`src/hw/rtl/drr_pkg.sv`:
```
// Shared types and constants for the deficit round robin scheduler.
// No dependencies; every other file of the block but drr_ram imports this package.
package drr_pkg;

    localparam int FLOWS   = 16;
    localparam int FLOW_W  = 4;
    localparam int ACT_W   = 5;
    localparam int SIZE_W  = 11;
    localparam int TAG_W   = 16;
    localparam int BYTE_W  = 17;
    localparam int STORE_W = TAG_W + SIZE_W;
    localparam int ADDR_W  = 31;
    localparam int DROP_W  = 6;

    localparam logic [SIZE_W-1:0] SIZE_MIN    = 11'd40;
    localparam logic [SIZE_W-1:0] SIZE_MAX    = 11'd1500;
    localparam logic [23:0]       HASH_MOD    = 24'hFFFFFF;
    localparam logic [ADDR_W-1:0] ADDR_MASK   = 31'h0000FFF0;
    localparam logic [DROP_W-1:0] MAX_DROPS   = 6'd38;
    localparam logic [BYTE_W-1:0] DEFICIT_MAX = 17'h1FFFF;
    localparam logic [15:0]       QUANTUM_RST = 16'd250;
    localparam logic [15:0]       LIMIT_RST   = 16'd65535;

    typedef enum logic [1:0] {
        CFG_QUANTUM = 2'd0,
        CFG_LIMIT   = 2'd1,
        CFG_MASK    = 2'd2
    } cfg_index_t;

    typedef enum logic [1:0] {
        EV_SERVED  = 2'd0,
        EV_DROPPED = 2'd1,
        EV_EMPTY   = 2'd2,
        EV_REJECT  = 2'd3
    } event_kind_t;

    typedef enum logic [1:0] {
        CMD_ENQ = 2'd0,
        CMD_DEQ = 2'd1,
        CMD_BAD = 2'd2
    } cmd_kind_t;

    typedef enum logic [1:0] {
        F_IDLE,
        F_HASH,
        F_PUSH
    } front_state_t;

    typedef enum logic [3:0] {
        B_IDLE,
        B_ENQ,
        B_ENQ_SLOT,
        B_TRIM,
        B_SEARCH,
        B_POP_RD,
        B_POP,
        B_DEQ,
        B_DRR,
        B_DRR_CMP
    } back_state_t;

    typedef struct packed {
        cmd_kind_t         kind;
        logic [FLOW_W-1:0] flow;
        logic [SIZE_W-1:0] size;
        logic [TAG_W-1:0]  tag;
    } cmd_t;

    typedef struct packed {
        logic [15:0] quantum;
        logic [15:0] limit;
        logic        mask;
    } cfg_t;

endpackage

```
`src/hw/rtl/drr_front.sv`:
```
// Front end: takes commands, checks packet sizes and hashes the source address
// into a flow, then pushes the classified command into the queue. Uses drr_pkg.
module drr_front
    import drr_pkg::*;
(
    input  logic              clk,
    input  logic              rst_n,
    input  logic              start,
    output logic              busy,
    input  logic              operation,
    input  logic [ADDR_W-1:0] source_address,
    input  logic [SIZE_W-1:0] packet_size,
    input  logic [TAG_W-1:0]  packet_tag,
    input  logic              mask_mode,
    input  logic              q_full,
    output logic              q_push,
    output cmd_t              q_cmd
);

    front_state_t      state_reg, state_next;
    logic              op_reg, op_next;
    logic [ADDR_W-1:0] x_reg, x_next;
    logic [SIZE_W-1:0] size_reg, size_next;
    logic [TAG_W-1:0]  tag_reg, tag_next;
    logic [31:0]       s_reg, s_next;
    logic              zero_reg, zero_next;
    logic [24:0]       fold;
    logic [24:0]       resid;
    logic [24:0]       hval;

    always_ff @(posedge clk or negedge rst_n)
    begin
        if (!rst_n)
        begin
            state_reg <= F_IDLE;
        end
        else
        begin
            state_reg <= state_next;
        end
    end

    always_ff @(posedge clk)
    begin
        op_reg   <= op_next;
        x_reg    <= x_next;
        size_reg <= size_next;
        tag_reg  <= tag_next;
        s_reg    <= s_next;
        zero_reg <= zero_next;
    end

    // 2^24 is one modulo 2^24-1, so the high byte folds onto the low bits.
    assign fold  = 25'(s_reg[31:24]) + 25'(s_reg[23:0]);
    assign resid = (fold >= 25'(HASH_MOD)) ? fold - 25'(HASH_MOD) : fold;
    assign hval  = resid + 25'd1;
    assign busy  = (state_reg != F_IDLE);

    always_comb
    begin
        state_next = state_reg;
        op_next    = op_reg;
        x_next     = x_reg;
        size_next  = size_reg;
        tag_next   = tag_reg;
        s_next     = s_reg;
        zero_next  = zero_reg;
        q_push     = 1'b0;
        q_cmd.flow = zero_reg ? '0 : hval[FLOW_W-1:0];
        q_cmd.size = size_reg;
        q_cmd.tag  = tag_reg;
        if (op_reg)
        begin
            q_cmd.kind = CMD_DEQ;
        end
        else if (size_reg < SIZE_MIN || size_reg > SIZE_MAX)
        begin
            q_cmd.kind = CMD_BAD;
        end
        else
        begin
            q_cmd.kind = CMD_ENQ;
        end
        case (state_reg)
            F_IDLE:
            begin
                if (start)
                begin
                    op_next    = operation;
                    x_next     = mask_mode ? (source_address & ADDR_MASK) : source_address;
                    size_next  = packet_size;
                    tag_next   = packet_tag;
                    state_next = F_HASH;
                end
            end
            F_HASH:
            begin
                s_next     = {1'b0, x_reg} + 32'(x_reg >> 8) - 32'(x_reg >> 4) - 32'd1;
                zero_next  = (x_reg == '0);
                state_next = F_PUSH;
            end
            F_PUSH:
            begin
                if (!q_full)
                begin
                    q_push     = 1'b1;
                    state_next = F_IDLE;
                end
            end
            default:
            begin
                state_next = F_IDLE;
            end
        endcase
    end

endmodule

```
`config.mk`:
```
export PLATFORM = sky130hd
export DESIGN_NAME = drr_front
export DESIGN_NICKNAME = d
export VERILOG_FILES = /design/src/hw/rtl/drr_pkg.sv /design/src/hw/rtl/drr_front.sv
export SDC_FILE = /design/constraint.sdc
export NUM_CORES = 1
export LEC_CHECK = 0
export ABC_AREA = 1
export BUFFER_PORTS_ARGS = -buffer_cell sky130_fd_sc_hd__clkbuf_2
export CORE_UTILIZATION = 38
export CTS_CLUSTER_SIZE = 14
export DETAILED_ROUTE_END_ITERATION = 10
export HOLD_SLACK_MARGIN = 0.1
export MAX_ROUTING_LAYER = met4
export PLACE_DENSITY_LB_ADDON = 0.3
export SETUP_SLACK_MARGIN = 0.02
export SLEW_MARGIN = 0
export SYNTH_ARGS = -nofsm -noshare
export SYNTH_HDL_FRONTEND = slang
export SYNTH_SLANG_ARGS = --single-unit
```
`constraint.sdc`:
```
create_clock -name clk -period 7.7 [get_ports clk]
set_input_delay 0.77 -clock clk [delete_from_list [all_inputs] [get_ports clk]]
set_output_delay 0.77 -clock clk [all_outputs]
set_load 0.005 [all_outputs]
```
# After elaboration in Yosys (flattened, before gate mapping)
# Index checks and enable logic that the tools add are counted.
[totals]
regBits = 94
in_bits = 64
word_cells = 36
[classes]
add_sub_neg = 6
magnitude_cmp = 3
eq_ne = 4
muxes = 9
n_reduce_logical = 6
[op_table]
columns = ["op", "count"]
rows = [
  ["adder 31 x 23 -> 32 bit", 1],
  ["subtractor 32 x 1 -> 32 bit, second input constant", 1],
  ["subtractor 32 x 27 -> 32 bit", 1],
  ["zero test 31 bit", 1],
  ["adder 8 x 24 -> 25 bit", 1],
  ["greater-or-equal comparator 25 x 24 -> 1 bit, second input constant", 1],
  ["greater-than comparator 11 bit, second input constant", 1],
  ["less-than comparator 11 x 6 -> 1 bit, second input constant", 1],
  ["2-to-1 mux 2 bit", 4],
  ["2-to-1 mux 4 bit", 2],
  ["one-hot mux 2 bit (3 select lines)", 1],
  ["adder 4 x 1 -> 4 bit, second input constant", 1],
  ["inequality test 2 bit, second input constant", 2],
  ["AND reduction 2 bit", 2],
  ["subtractor 4 bit, second input constant", 1],
  ["== test 2 x 1 -> 1 bit, second input constant", 1],
  ["== test 2 bit, second input constant", 1],
  ["zero test 2 bit", 1],
  ["2-to-1 mux 1 bit", 2],
  ["nonzero test 2 bit", 1],
  ["logical OR 1 bit", 1],
]

# Logic depth before layout (Yosys ltp)
[logic_depth]
word_depth = 5
ltp_mapped = 23

# Worst setup path after synthesis
# Ideal clock, no wire load.
[synth_path]
path_type = "input -> register"
startpoint = "input port start"
endpoint = "register op_reg (enable)"
arrival_ps = 3275
required_time_ps = 7224
setup_slack_ps = 3949
stages = 2
path_buffers = 0
path_cell_list = "inv_1 > nor2_1"
[synth_via]
elab_chain_len = 1
[synth_lines]
columns = ["element", "line", "rtl"]
rows = [
  ["from (decl)", "drr_front.sv:8", "input logic start,"],
  ["AND reduction 2 bit (no line)", "-", ""],
  ["to (signal assigned)", "drr_front.sv:45", "op_reg <= op_next;"],
  ["to (decl)", "drr_front.sv:21", "logic op_reg, op_next;"],
]
# No other way between the ends.
# A chain may end at the register's enable or synchronous reset.

==> impl_metrics.json <==
{
  "status": "completed",
  "synth_nets": 1045,
  "synth_compound_area_share_pct": 6.43,
  "synth_area_sq_um": 7280,
  "clk_pin_slew_ps": 60,
  "powerDensity_nw_per_um2": 423,
  "ir_worst_vdd_mv": 0.189,
  "cpMostUsedCell": "nand2_1",
  "synth_top_area_share_pct": 37.9,
  "r2r_start": "x_reg[11]",
  "drt_wl_total_um": 16200,
  "fin_crit_sh_pct": 55.5,
  "synthArstFlopShare_pct": 2.13,
  "grt_setup_unrepaired": "false",
  "clock_latency_ps": 350,
  "synth_fa_ha_area_share_pct": 14.6,
  "die_height_um": 140,
  "synth_mux_area_share_pct": 0,
  "drc_errors": 0,
  "skew_ps": 12.3,
  "synth_area_leaders": "edfxtp_1, nand2_1, inv_1",
  "tightest_slew_ps": 720,
  "die_w_um": 140,
  "gr-usage-all-layers_pct": 17.7,
  "dieArea_sq_um": 19700,
  "grt_first_pass_wirelength_um": 26300,
  "hpwl_um": 13700,
  "synth-seq-area-share_pct": 38.6,
  "cp_slowest_stage_delay_ps": 390,
  "core_area_sq_um": 18800,
  "crit_type": "flip-flop to primary output",
  "yosys_most_used_dff": "edfxtp_1",
  "max_freq_mhz": 234,
  "antenna_found_initial": 0,
  "tns_ps": 0,
  "cts_buffer_depth": 2,
  "cts_tree": "done",
  "crit_required_ps": 6930,
  "synthDistinctLibCells": 43,
  "syn_area_per_cell_sq_um": 7.99,
  "start_util_pct": 38.8,
  "finalSetupViolCount": 0,
  "cts_buffers": 9,
  "slew_violations": 0,
  "postSynthCellCount": 911,
  "gp_congestion": 0.986,
  "cts.repair.resized": 0,
  "finalCriticalPeriod_ps": 4270,
  "vias": 5938,
  "cp_cell_sequence": "ha_1, inv_1, fa_1, inv_1, nand2_1, nand2_1, nand3_1, nand2_1, nand2_1, nand2_1, nand3_1, nor2_1, nand3_1, nor2_1, nand2_1, nand3_1, nand2_1, nand2_1, inv_1, ha_1, xor2_1, nor2_1, clkbuf_2",
  "area.growth.synth_to_final_pct": 15.0,
  "rows": 50,
  "vias_per_cell": 4.72,
  "h-tree-depth": 3,
  "ant_nets": 0,
  "wire_per_inst_um": 12.9,
  "grt-ovfl-total": 0,
  "clkSinkCount": 94,
  "hold_buffers": 0,
  "max-cap-violations": 0,
  "port_buffers": 98,
  "slowest_stage": "fa_1",
  "slew_headroom_pct": 52.0,
  "synth_edf_count": 92,
  "insertedDiodeCount": 0,
  "yosys.area_share.simple_pct": 26.5,
  "grt_max_degree": 60,
  "worst-path-max-fanout": 5,
  "ctsRootBufferMaster": "clkbuf_16",
  "hp-class": "input pin to asynchronous set/reset pin",
  "crit_start": "s_reg[24]",
  "critPathTopFamily": "simple AND/OR/NAND/NOR gates",
  "startpoint_type": "flip-flop",
  "cp.arrival_ps": 3500,
  "drive_gt1_share_pct": 15.0,
  "power_w": 0.00354,
  "drt_pre_antenna_iters": 5,
  "cts_setup_buffers": 0,
  "synth-xor-area-share_pct": 3.61,
  "io_pins": 99,
  "hold_viol_final": 0,
  "synth-seq-cells": 94,
  "grt_pass1_vias": 5597,
  "synth_top_family_by_area": "simple AND/OR/NAND/NOR gates",
  "first_iter_violations": 318,
  "cp-end-kind": "primary output",
  "p_leak_nw": 4.14,
  "largest_register_ffs": 32,
  "yosys.area.top_type": "edfxtp_1",
  "worst-path-buf-inv": 4,
  "nNetsFinal": 1153,
  "ys_warn_count": 0
}
-- worst paths after layout --
check	slack (ps)	to	cells past startpoint
max	3430	q_cmd[29]	23
min	200	state_reg[0]	1
max reg2reg	4050	s_reg[26]	14
min reg2reg	540	state_reg[1]	1
max in group asynchronous	7410	state_reg[1]	1
min in group clk	540	state_reg[1]	1
-- power breakdown --
part / internal, W / switching (W)
registers: 0.000834 / 0.000122
clock network: 0.000255 / 0.000195
logic: 0.000748 / 0.00139
total: 0.00184 / 0.00171
-- kinds of logic (layout without fill, tap and decap cells) --
logic type,count (synthesis),in the layout
AND/OR/NAND/NOR,439,439
buffers and inverters,198,311
flip-flops,94,94
AO/OA/AOI/OAI,80,80
adder cells (fa/ha/maj),70,70
XOR/XNOR,30,30
-- cell usage in the layout (no fill, tap or decap), types with 8 or more instances in the layout --
master / n
nand2_1: 208
inv_1: 185
nor2_1: 98
clkbuf_2: 98
edfxtp_1: 92
nand3_1: 61
ha_1: 45
a21oi_1: 40
fa_1: 25
o21ai_0: 18
xor2_1: 18
nand4_1: 17
xnor2_1: 12
nor4_1: 10
inv_2: 10
nor3_1: 9
nand2_2: 9
clkbuf_16: 9
nor2_2: 8
-- layout make-up --
class	count	area, sq um
Tap cell	234	293
Inverter	195	732
Fill cell	1870	10400
Multi-Input combinational cell	619	3730
Sequential cell	94	2810
Clock inverter	6	70.1
Timing Repair Buffer	100	505
Clock buffer	10	229
-- synth_stat cells, types with 12 or more instances --
cell	number
a21oi_1	40
nor2_1	100
nand3_1	61
o21ai_0	18
fa_1	25
inv_1	185
xor2_1	18
edfxtp_1	92
xnor2_1	12
nand2_1	208
nand4_1	17
ha_1	45
-- metal layers --
layer,up-vias,global-route usage [%],wire length [um]
li1,3146,-,-
met1,2597,21.4,7370
met2,162,29.2,7520
met3,33,2.46,688
met4,0,8.27,594
met5,-,-,0
-- metrics by stage --
stage,setup WS (ps),area (sq um),std cells,hold slack (ps),util (%)
global route,3070,8370,1258,186,44.6
finish,3430,8370,1258,196,44.6
global placement,3810,8080,1242,529,43.0
CTS,3400,8370,1258,185,44.6
floorplan,3950,7280,911,474,-
detailed placement,3770,8080,1242,537,43.0
(Power assumes the default switching activity.)
