===== src/hw/rtl/drr_pkg.sv =====
// Shared types and constants for the deficit round robin scheduler.
// No dependencies; every other file of the block but drr_ram imports this package.
package drr_pkg;

    localparam int FLOWS   = 16;
    localparam int FLOW_W  = 4;
    localparam int ACT_W   = 5;
    localparam int SIZE_W  = 11;
    localparam int TAG_W   = 16;
    localparam int BYTE_W  = 17;
    localparam int STORE_W = TAG_W + SIZE_W;
    localparam int ADDR_W  = 31;
    localparam int DROP_W  = 6;

    localparam logic [SIZE_W-1:0] SIZE_MIN    = 11'd40;
    localparam logic [SIZE_W-1:0] SIZE_MAX    = 11'd1500;
    localparam logic [23:0]       HASH_MOD    = 24'hFFFFFF;
    localparam logic [ADDR_W-1:0] ADDR_MASK   = 31'h0000FFF0;
    localparam logic [DROP_W-1:0] MAX_DROPS   = 6'd38;
    localparam logic [BYTE_W-1:0] DEFICIT_MAX = 17'h1FFFF;
    localparam logic [15:0]       QUANTUM_RST = 16'd250;
    localparam logic [15:0]       LIMIT_RST   = 16'd65535;

    typedef enum logic [1:0] {
        CFG_QUANTUM = 2'd0,
        CFG_LIMIT   = 2'd1,
        CFG_MASK    = 2'd2
    } cfg_index_t;

    typedef enum logic [1:0] {
        EV_SERVED  = 2'd0,
        EV_DROPPED = 2'd1,
        EV_EMPTY   = 2'd2,
        EV_REJECT  = 2'd3
    } event_kind_t;

    typedef enum logic [1:0] {
        CMD_ENQ = 2'd0,
        CMD_DEQ = 2'd1,
        CMD_BAD = 2'd2
    } cmd_kind_t;

    typedef enum logic [1:0] {
        F_IDLE,
        F_HASH,
        F_PUSH
    } front_state_t;

    typedef enum logic [3:0] {
        B_IDLE,
        B_ENQ,
        B_ENQ_SLOT,
        B_TRIM,
        B_SEARCH,
        B_POP_RD,
        B_POP,
        B_DEQ,
        B_DRR,
        B_DRR_CMP
    } back_state_t;

    typedef struct packed {
        cmd_kind_t         kind;
        logic [FLOW_W-1:0] flow;
        logic [SIZE_W-1:0] size;
        logic [TAG_W-1:0]  tag;
    } cmd_t;

    typedef struct packed {
        logic [15:0] quantum;
        logic [15:0] limit;
        logic        mask;
    } cfg_t;

endpackage


===== src/hw/rtl/drr_queue.sv =====
// Two-entry command queue between the front end and the scheduler core.
// Uses drr_pkg for the command type.
module drr_queue
    import drr_pkg::*;
(
    input  logic clk,
    input  logic rst_n,
    input  logic push,
    input  cmd_t push_cmd,
    input  logic pop,
    output cmd_t head_cmd,
    output logic full,
    output logic empty
);

    cmd_t       entry_reg [2];
    logic       wr_ptr_reg, rd_ptr_reg;
    logic [1:0] count_reg;

    always_ff @(posedge clk or negedge rst_n)
    begin
        if (!rst_n)
        begin
            wr_ptr_reg <= 1'b0;
            rd_ptr_reg <= 1'b0;
            count_reg  <= 2'd0;
        end
        else
        begin
            if (push)
            begin
                wr_ptr_reg <= ~wr_ptr_reg;
            end
            if (pop)
            begin
                rd_ptr_reg <= ~rd_ptr_reg;
            end
            if (push && !pop)
            begin
                count_reg <= count_reg + 2'd1;
            end
            else if (pop && !push)
            begin
                count_reg <= count_reg - 2'd1;
            end
        end
    end

    always_ff @(posedge clk)
    begin
        if (push)
        begin
            entry_reg[wr_ptr_reg] <= push_cmd;
        end
    end

    assign head_cmd = entry_reg[rd_ptr_reg];
    assign full     = (count_reg == 2'd2);
    assign empty    = (count_reg == 2'd0);

endmodule


===== config.mk =====
export PLATFORM = sky130hd
export DESIGN_NAME = drr_queue
export DESIGN_NICKNAME = d
export VERILOG_FILES = /design/src/hw/rtl/drr_pkg.sv /design/src/hw/rtl/drr_queue.sv
export SDC_FILE = /design/constraint.sdc
export NUM_CORES = 1
export LEC_CHECK = 0
export BUFFER_PORTS_ARGS = -buffer_cell sky130_fd_sc_hd__buf_2
export CAP_MARGIN = 0
export CORE_MARGIN = 2
export CORE_UTILIZATION = 56
export CTS_BUF_LIST = sky130_fd_sc_hd__clkbuf_16
export CTS_CLUSTER_SIZE = 16
export DETAILED_ROUTE_END_ITERATION = 8
export PLACE_DENSITY = 0.9
export SLEW_MARGIN = 10
export SYNTH_ARGS = -nofsm -noshare
export SYNTH_HDL_FRONTEND = slang
export SYNTH_SLANG_ARGS = --single-unit

===== constraint.sdc =====
create_clock -name clk -period 4.9 [get_ports clk]
set_input_delay 0.735 -clock clk [delete_from_list [all_inputs] [get_ports clk]]
set_output_delay 0.735 -clock clk [all_outputs]
set_load 0.02 [all_outputs]

---- Word level (Yosys, flattened, before mapping) ----
Memory sizes are Yosys's and may differ from the RTL's.
Index checks and enable logic that the tools add are counted.
storage, ports and cells
  flip-flop bits (word level) ............. 4
  memory bits (writable) .................. 66
  bits of input ports ..................... 37
  output and inout port bits .............. 35
  logic and storage cells ................. 19
  memories kept ........................... 1
memory list
  memory     words  bits a word  read ports  clocked after Yosys merged registers in  wr ports  RTL line         RTL
  entry_reg  2      33           1           0                                        1         drr_queue.sv:16  cmd_t entry_reg [2];
operators by class
  add/subtract/negate cells ............... 2
  eq/ne operators ......................... 1
  multiplexer cells ....................... 4
  bitwise logic cells ..................... 2
  reductions and logical operators ........ 6
operator list
  kind                   count
  $mux W2                2
  $add A2 B1 Y2 const B  1
  $eq A2 B2 Y1 const B   1
  $logic_and A1 B1 Y1    2
  $logic_not A1 Y1       2
  $logic_not A2 Y1       1
  $mux W1                2
  $not A1 Y1             2
  $reduce_bool A2 Y1     1
  $sub A2 B1 Y2 const B  1

---- Depth between registers and ports, before layout ----
Gate-level depths: netlist (run 1).
  depth after elaboration ................. 4
  mapped depth ............................ 5
  gate-level depth less buffers ........... 5

---- Least setup slack after synthesis (run 1) ----
No wires, ideal clock.
  kind .................................... input port to flip-flop
  from .................................... input push
  to ...................................... memory entry_reg[0][0] in the netlist's numbering, enable pin
  library setup time ...................... 0.427 ns
  arrival time ............................ 2.225 ns
  required time ........................... 4.473 ns
  setup slack ............................. 2.248 ns
  stages .................................. 1
  path buffers ............................ 0
  cell sequence ........................... nor2b_1
on the way
  word-level cells in the longest chain between the ends .. 2
RTL lines
  element                        RTL line         RTL
  from (decl)                    drr_queue.sv:8   input logic push,
  $mux W1                        drr_queue.sv:51  if (push)
  $mux W1 (not written as such)  drr_queue.sv:53  entry_reg[wr_ptr_reg] <= push_cmd;
  to (decl)                      drr_queue.sv:16
No other way between the ends.

==> results of run 1 <==
synth_stat cells:
cell and count:
sky130_fd_sc_hd__mux2_2 4, sky130_fd_sc_hd__ha_1 1, sky130_fd_sc_hd__dfrtp_1 4, sky130_fd_sc_hd__nor2b_1 2
sky130_fd_sc_hd__inv_1 1, sky130_fd_sc_hd__mux2_4 29, sky130_fd_sc_hd__and2_1 1, sky130_fd_sc_hd__xnor2_1 1
sky130_fd_sc_hd__buf_6 1, sky130_fd_sc_hd__xor2_1 4, sky130_fd_sc_hd__nor2_1 2, sky130_fd_sc_hd__edfxtp_1 66
sky130_fd_sc_hd__buf_12 3
worst max path at each step:
stage / start / to / slack [ps] / cells past startpoint
4_1_cts: rd_ptr_reg / head_cmd[29] / 2190 / 2
2_1_floorplan: push / entry_reg[0][0] / 2250 / 1
3_5_place_dp: rd_ptr_reg / head_cmd[31] / 2530 / 2
3_3_place_gp: rd_ptr_reg / head_cmd[32] / 2560 / 2
5_1_grt: rd_ptr_reg / head_cmd[31] / 2150 / 2
6_report: rd_ptr_reg / head_cmd[31] / 2240 / 2
cell families after synthesis:
family | Yosys count | share of synthesized area, %
adders and majority gates | 1 | 0.4599
and+or+nand+nor | 5 | 0.9661
DFF | 70 | 76.54
buffers and inverters | 5 | 2.760
xor gates and xnor gates | 5 | 1.610
muxes | 33 | 17.66
through the flow:
step | cells | instance area (um2) | total power [uW]
6_report | 256 | 3336 | 2046
5_1_grt | 256 | 3336 | 2138
4_1_cts | 256 | 3336 | 2074
3_5_place_dp | 241 | 3088 | 1539
3_3_place_gp | 241 | 3088 | 1526
2_1_floorplan | 119 | 2720 | 1409
layer usage:
| layer | vias up | track usage, % |
|---|---|---|
| li1 | 621 | - |
| met1 | 605 | 17.84 |
| met2 | 62 | 23.71 |
| met3 | 7 | 7.956 |
| met4 | 0 | 6.061 |
| met5 | - | 0 |
layout by cell type, fill, tap and decap left out:
master,count
sky130_fd_sc_hd__ha_1,1
sky130_fd_sc_hd__buf_2,71
sky130_fd_sc_hd__xnor2_1,1
sky130_fd_sc_hd__dfrtp_2,1
sky130_fd_sc_hd__clkinv_1,4
sky130_fd_sc_hd__nor2_1,2
sky130_fd_sc_hd__xor2_1,4
sky130_fd_sc_hd__clkbuf_16,9
sky130_fd_sc_hd__mux2_2,4
sky130_fd_sc_hd__edfxtp_1,66
sky130_fd_sc_hd__nor2b_1,1
sky130_fd_sc_hd__nor2b_4,1
sky130_fd_sc_hd__and2_1,1
sky130_fd_sc_hd__dfrtp_1,3
sky130_fd_sc_hd__buf_4,1
sky130_fd_sc_hd__mux2_4,29
sky130_fd_sc_hd__inv_1,3
layout make-up:
| cell class | count | area share [%] |
|---|---|---|
| clock buffers | 9 | 6.752 |
| flip-flops and latches | 70 | 62.45 |
| repair buffers | 72 | 10.88 |
| clock inverters | 6 | 0.6752 |
| multi-input cells | 44 | 17.10 |
| well taps | 54 | 2.026 |
| inverters | 1 | 0.1125 |
worst max-delay path: cells and delay by family, from the launching register on:
kind                   cells  cell delay (ps)
multiplexers               1              420
flip-flops                 1             1020
buffers and inverters      1              160
where the power goes:
group          switching [uW]  internal, uW  total [uW]
combinational             303           305         607
sequential                109           799         909
clock                     203           327         530
total                     615          1430        2050
==> results.txt, run 1 <==
* Maximum ir drop on the vdd rail: 0.4430 mV
- Once layout is complete, the utilization of the core stands at 71.09%.
- Slowest stage delay, CP: 1020 ps
- Setup Buffers After CTS: 0
* Routability congestion estimate: 0.6416
- Detailed Route Iter0 Violations: 69
- RSZ-0062 raised after global routing: no
* Net count after synthesis: 157
* Minimum period implied by the final worst setup slack: 2656 ps
- The routed design has 3969 um of wire.
* Global-route wire length before repair: 5823 um
- Counting distinct cell types in the post-synthesis netlist gives 13.
* Ant diodes: 0
* Area of the die: 0.005431 mm2
- The die is 73.70 um wide.
- The floorplan has 25 rows.
- Pin count of the biggest net entering global routing: 35
* Initial antenna violation count: 0
* Total number of yosys warnings: 0
* Sequential Area: 0.002083 mm2
* Count of buffers from port buffering: 71
- Counting the buffers created by CTS gives 9.
* Count of final max-slew check failures: 0
* Highest metal layer with signal wires: met4
- I/O Pins: 72
- Worst Tran Pin Value: 997.7 ps
- Routed wire length on met2: 1855 um
- Depth of the most critical reg-to-reg path: 1
- After global routing the overflow that remains totals 0.
- Of all nets on the critical path, the largest fanout is 34.
* Reg2reg end: entry_reg[0][11]
- For the final routed database, the setup TNS stands at 0 ps.
* Detailed-route wire length per cell: 15.50 um
- STA classifies the critical path endpoint as an output port.
* Critical-path cell with the highest stage delay: sky130_fd_sc_hd__dfrtp_2
* Residual DRC count: 0
* Setup slack after layout: 2244 ps
- Detailed-router iteration count before antenna repair: 4
- Via Count: 1295
- Number of flip-flops in the largest register: 66
* Post-layout net count: 236
- Each instance of the synthesized netlist takes up on average 22.86 um2.
* Worst rel slew slack: 33.49%
* Type of origin of the critical path: flop
* Largest buffer count on any clock path: 2
- Summed over all nets, the half-perimeter wirelength after detailed placement is 2591 um.
- Starting Density: 57.97%
- Power spread over the standard cell area amounts to 613.4 mW/mm2.
- Number of nets with antenna violations after routing: 0
- The biggest area contributor in the post-synthesis netlist is sky130_fd_sc_hd__edfxtp_1.
- Of the post-synthesis cell area, the dominant cell type holds 72.86%.
* CTS H-Tree Depth: 3
- Clock latency on the worst-skew pair, taken at its later pin, is 320 ps.
* Final setup violation count: 0
- Register bit count reported by yosys: 70
- For this design, the CTS-stage hold fixing added 0 buffers.
- Gates resized during post-CTS repair numbered 0.
* Die H: 73.70 um
- Data arrival, critical path: 1920 ps
- Cells taking the most area after synthesis: sky130_fd_sc_hd__edfxtp_1 (73%), sky130_fd_sc_hd__mux2_4 (16%), sky130_fd_sc_hd__dfrtp_1 (3.7%)
- Worst R2R Start: wr_ptr_reg
* Drt via density: 5.059
- The clock drives 70 sinks.
* Root Buffer: sky130_fd_sc_hd__clkbuf_16
- Register area share after synthesis: 76.54%
* Maximum clock frequency: 376.5 MHz
- Data required time at the worst endpoint: 4160 ps
- Area growth from synthesis to final layout: 22.63%
* Final period utilization: 54.21%
- The via count of the first global-routing pass was 1326.
- Summing all multi-input logic gate instances after layout gives 570.5 um2.
* Register-to-Register Setup Slack: 3330 ps
- Worst hold path class: input port to asynchronous set/reset pin
- Largest clock skew in the final design: 3.756 ps
- The region available for standard cell placement spans 0.004692 mm2.
- In the final layout, the share of cells above drive strength 1 is 57.43%.
* Post-placement setup slack: 2526 ps
* Clk slew on worst S/H paths: 50 ps
- The signal on the critical path passes through mux2_2 > buf_2.
- In this run the cell area of the synthesized design comes to 0.002720 mm2.
- In the detailed route, the total length drawn on met3 is 389 um.
- Leakage Power: 0.001383 uW
- Fill cells in the final layout number 304.
- CTS tree: yes
- The worst setup path is of the flop to output port kind.
* Cells after Synth: 119
- Metal-1 WL: 1665 um
- Across the run, the number of max-cap violations was 0.
- For this run, the total global-route usage over all layers was measured as 15.21%.
* Hold Fails Final Rpt: 0
- Status: finished clean
* Worst hold slack: 212.5 ps
No activity file was read; power rests on OpenSTA's default activity.
==> run 2: changes to the inputs <==
--- a/config.mk
+++ b/config.mk
@@ -8,11 +8,11 @@
 export BUFFER_PORTS_ARGS = -buffer_cell sky130_fd_sc_hd__buf_2
 export CAP_MARGIN = 0
 export CORE_MARGIN = 2
-export CORE_UTILIZATION = 56
+export CORE_UTILIZATION = 47
 export CTS_BUF_LIST = sky130_fd_sc_hd__clkbuf_16
 export CTS_CLUSTER_SIZE = 16
 export DETAILED_ROUTE_END_ITERATION = 8
-export PLACE_DENSITY = 0.9
+export PLACE_DENSITY = 0.81
 export SLEW_MARGIN = 10
 export SYNTH_ARGS = -nofsm -noshare
 export SYNTH_HDL_FRONTEND = slang
==> constraint.sdc (replaced) <==
create_clock -name clk -period 2.34 [get_ports clk]
set_input_delay 0.351 -clock clk [delete_from_list [all_inputs] [get_ports clk]]
set_output_delay 0.351 -clock clk [all_outputs]
set_load 0.02 [all_outputs]
==> run 2 against run 1 <==
Sequential share of layout area decreased by 2.1 points. First-iteration DRC count decreased by 30%. Count of clock-buffer cells in the layout unchanged. Highest routed layer unchanged. Clock power increased by 130%. Hold slack improved by 4.1 ps. Final area increased by 3.6%. Routed wire length increased by 4.0%. Critical path type unchanged.
==> results.txt, run 2 (synthesis gave the netlist of run 1 again) <==
* Status: finished clean
* Count of instances resized after the clock tree is built: 0
- Detailed-router iteration count before antenna repair: 6
- Across every metal layer, demand over resource in global routing totals 14.40%.
* Starting Density: 49.10%
- The final route contains 1312 vias.
- The number of antenna violations at the first check in global routing was 0.
- The floorplan step defined a die boundary enclosing 0.006412 mm2.
- Die Wd: 80.08 um
- Proportion of layout cells with a drive suffix above 1: 59.22%
* Worst hold slack: 216.6 ps
- TritonCTS created 9 clock buffers.
* Post-layout net count: 239
* Number of flip-flops in the largest register: 66
* Largest clock skew in the final design: 8.046 ps
* Root Buffer: sky130_fd_sc_hd__clkbuf_16
* Largest driver fanout on the critical path: 28
- Final setup violation count: 0
- Maximum clock frequency: 511.2 MHz
- Clk slew on worst S/H paths: 50 ps
- Worst rel slew slack: 65.40%
- Data required time at the worst endpoint: 1990 ps
- The cell family contributing the most delay on the critical path is flip-flops.
- Internal power comes to 3162 uW.
* Final period utilization: 83.59%
- For this design, the slowest cell found on the critical path is sky130_fd_sc_hd__dfrtp_2.
* Detailed Route Iter0 Violations: 48
- Routability-driven placement finished with a final weighted congestion of 0.7707.
- Leaving out fill and tap cells, the most frequent cell in the layout is sky130_fd_sc_hd__buf_2.
- In this run the cell area measured after placement is 0.003164 mm2.
- Worst path buffer plus inverter count: 2
* Post-route non-filler standard cell count: 278
- The clock passes through at most 2 buffers.
- RSZ-0062 raised after global routing: no
- Sequential power share: 40.0%
- Comb pwr share: 32.4%
* Type of element capturing the critical path: output port
- Pin count of the biggest net entering global routing: 29
- Cell-by-cell trace of the critical path: buf_12 > mux2_2 > buf_2
- Number of max-cap violations: 0
- Data on the critical path arrives at its endpoint at 1610 ps.
- In the routed design, unresolved DRC markers number 0.
- Hold Fails Final Rpt: 0
- Total Routed Length: 4128 um
* Area of the multi-input gates: 571.8 um2
- Switching Power: 1310 uW
- From bottom edge to top edge, the die measures 80.08 um.
- The first global-routing pass estimated 6603 um of wire.
- Ant diodes: 0
- The via count of the first global-routing pass came to 1413.
- Total power density per cell area: 1295 mW/mm2
* Final setup TNS: 0 ps
- The analysis attributes to cell leakage a power of 0.001436 uW.
* Area growth from synthesis to final layout: 27.00%
* Clock latency on the worst-skew pair: 320 ps
- The layout has 416 filler cells.
- The critical path in this run is classified as flop to output port.
- Inst Count DP: 261
- Across the VDD grid, the largest voltage drop is 0.7931 mV.
* CTS H-Tree Depth: 3
- Port buffering added 71 buffers.
- Number of nets with antenna violations after routing: 0
- The floorplan step defined a core boundary enclosing 0.005540 mm2.
- Summed over all nets, the half-perimeter wirelength after detailed placement is 2696 um.
- Slowest stage delay, CP: 490 ps
- In the routed layout, each cell is associated on average with a via count of 4.719.
- Type of origin of the critical path: flop
* Clock power frac: 27.6%
- After routing the design area is 0.003455 mm2.
- The sequential cells in the finished layout cover a total of 0.002083 mm2.
- Worst hold path class: input port to flop
- Leading cell types in the layout, fill and taps excluded: sky130_fd_sc_hd__buf_2 (71), sky130_fd_sc_hd__edfxtp_1 (66), sky130_fd_sc_hd__mux2_4 (29)
- Setup slack on the worst reg-to-reg path comes out at 930 ps.
- Detailed-route wire length per cell: 14.85 um
* I/O Pins: 72
- The max-slew violation count was 0.
* CTS tree: yes
* Clock tree sinks: 70
- In this run switching power makes up 29.30% of total power.
- Counting I/O delays and the setup requirement, the final critical path takes 1956 ps.
- After global routing the overflow that remains totals 0.
- For the pin with the worst max-slew slack, the measured transition is 517.9 ps.
- The floorplan has 27 rows.
-- run 2: cell types whose count changed in the layout (fill, tap and decap cells not counted), sizes merged --
cell,before,now
inv,3,5
dlygate4sd3,0,1
buf,72,74
clkinv,4,2
bufinv,0,1
-- run 2: final cells by class --
class                      instances  share of cell area [%]
sequential                        70                   60.30
clock inverter                     7                   1.594
timing repair buffer              75                   12.31
clock buffer                       9                   6.519
inverter                           1                  0.1087
tap                               72                   2.608
multi-input combinational         44                   16.55
-- run 2: worst register-to-register path: cells and delay by family, from the launching register on --
| family | cells | cell delay (ps) |
|---|---|---|
| flops | 1 | 420 |
| buf+inv | 1 | 230 |
| simple gates | 1 | 450 |
-- run 2: routing by layer --
metal | up-vias | part of all wire (%) | global-route usage (%)
met3 | 8 | 4.7 | 4.045
met1 | 629 | 41 | 16.69
met5 | - | 0 | 0
met2 | 50 | 53 | 23.58
li1 | 625 | - | -
met4 | 0 | 1.4 | 8.983
-- run 2: stage by stage --
step	utilization, %	power, uW	worst slack (ps)
after global placement	57.11	3260	724.3
after CTS	62.35	4540	357.0
after global routing	62.35	4685	320.0
after floorplan	-	2950	27.56
final	62.35	4472	384.0
after detailed placement	57.11	3283	702.2
-- run 2: path summary, 6_finish.rpt --
kind,to,cells past startpoint,startpoint
worst max-delay path,head_cmd[32],3,rd_ptr_reg
worst min-delay path,entry_reg[1][17],1,push_cmd[17]
worst max register to register,entry_reg[0][8],2,wr_ptr_reg
worst min register to register,count_reg[1],1,count_reg[1]
max in group asynchronous,rd_ptr_reg,2,rst_n
min in group asynchronous,count_reg[0],2,rst_n
-- run 2: timing repair --
| item | 4_1_cts | 5_1_grt |
|---|---|---|
| buffers inserted | 0 | 0 |
| hold endpoints to repair | 4 | 0 |
| hold buffers | 1 | 0 |
-- run 2: power by group through the flow --
stage | Combinational (uW) | Clock [uW] | Sequential, uW
2_1_floorplan | 1190 | 0 | 1760
3_3_place_gp | 1460 | 0 | 1800
3_5_place_dp | 1470 | 0 | 1810
4_1_cts | 1480 | 1270 | 1790
5_1_grt | 1550 | 1320 | 1820
6_report | 1450 | 1240 | 1790
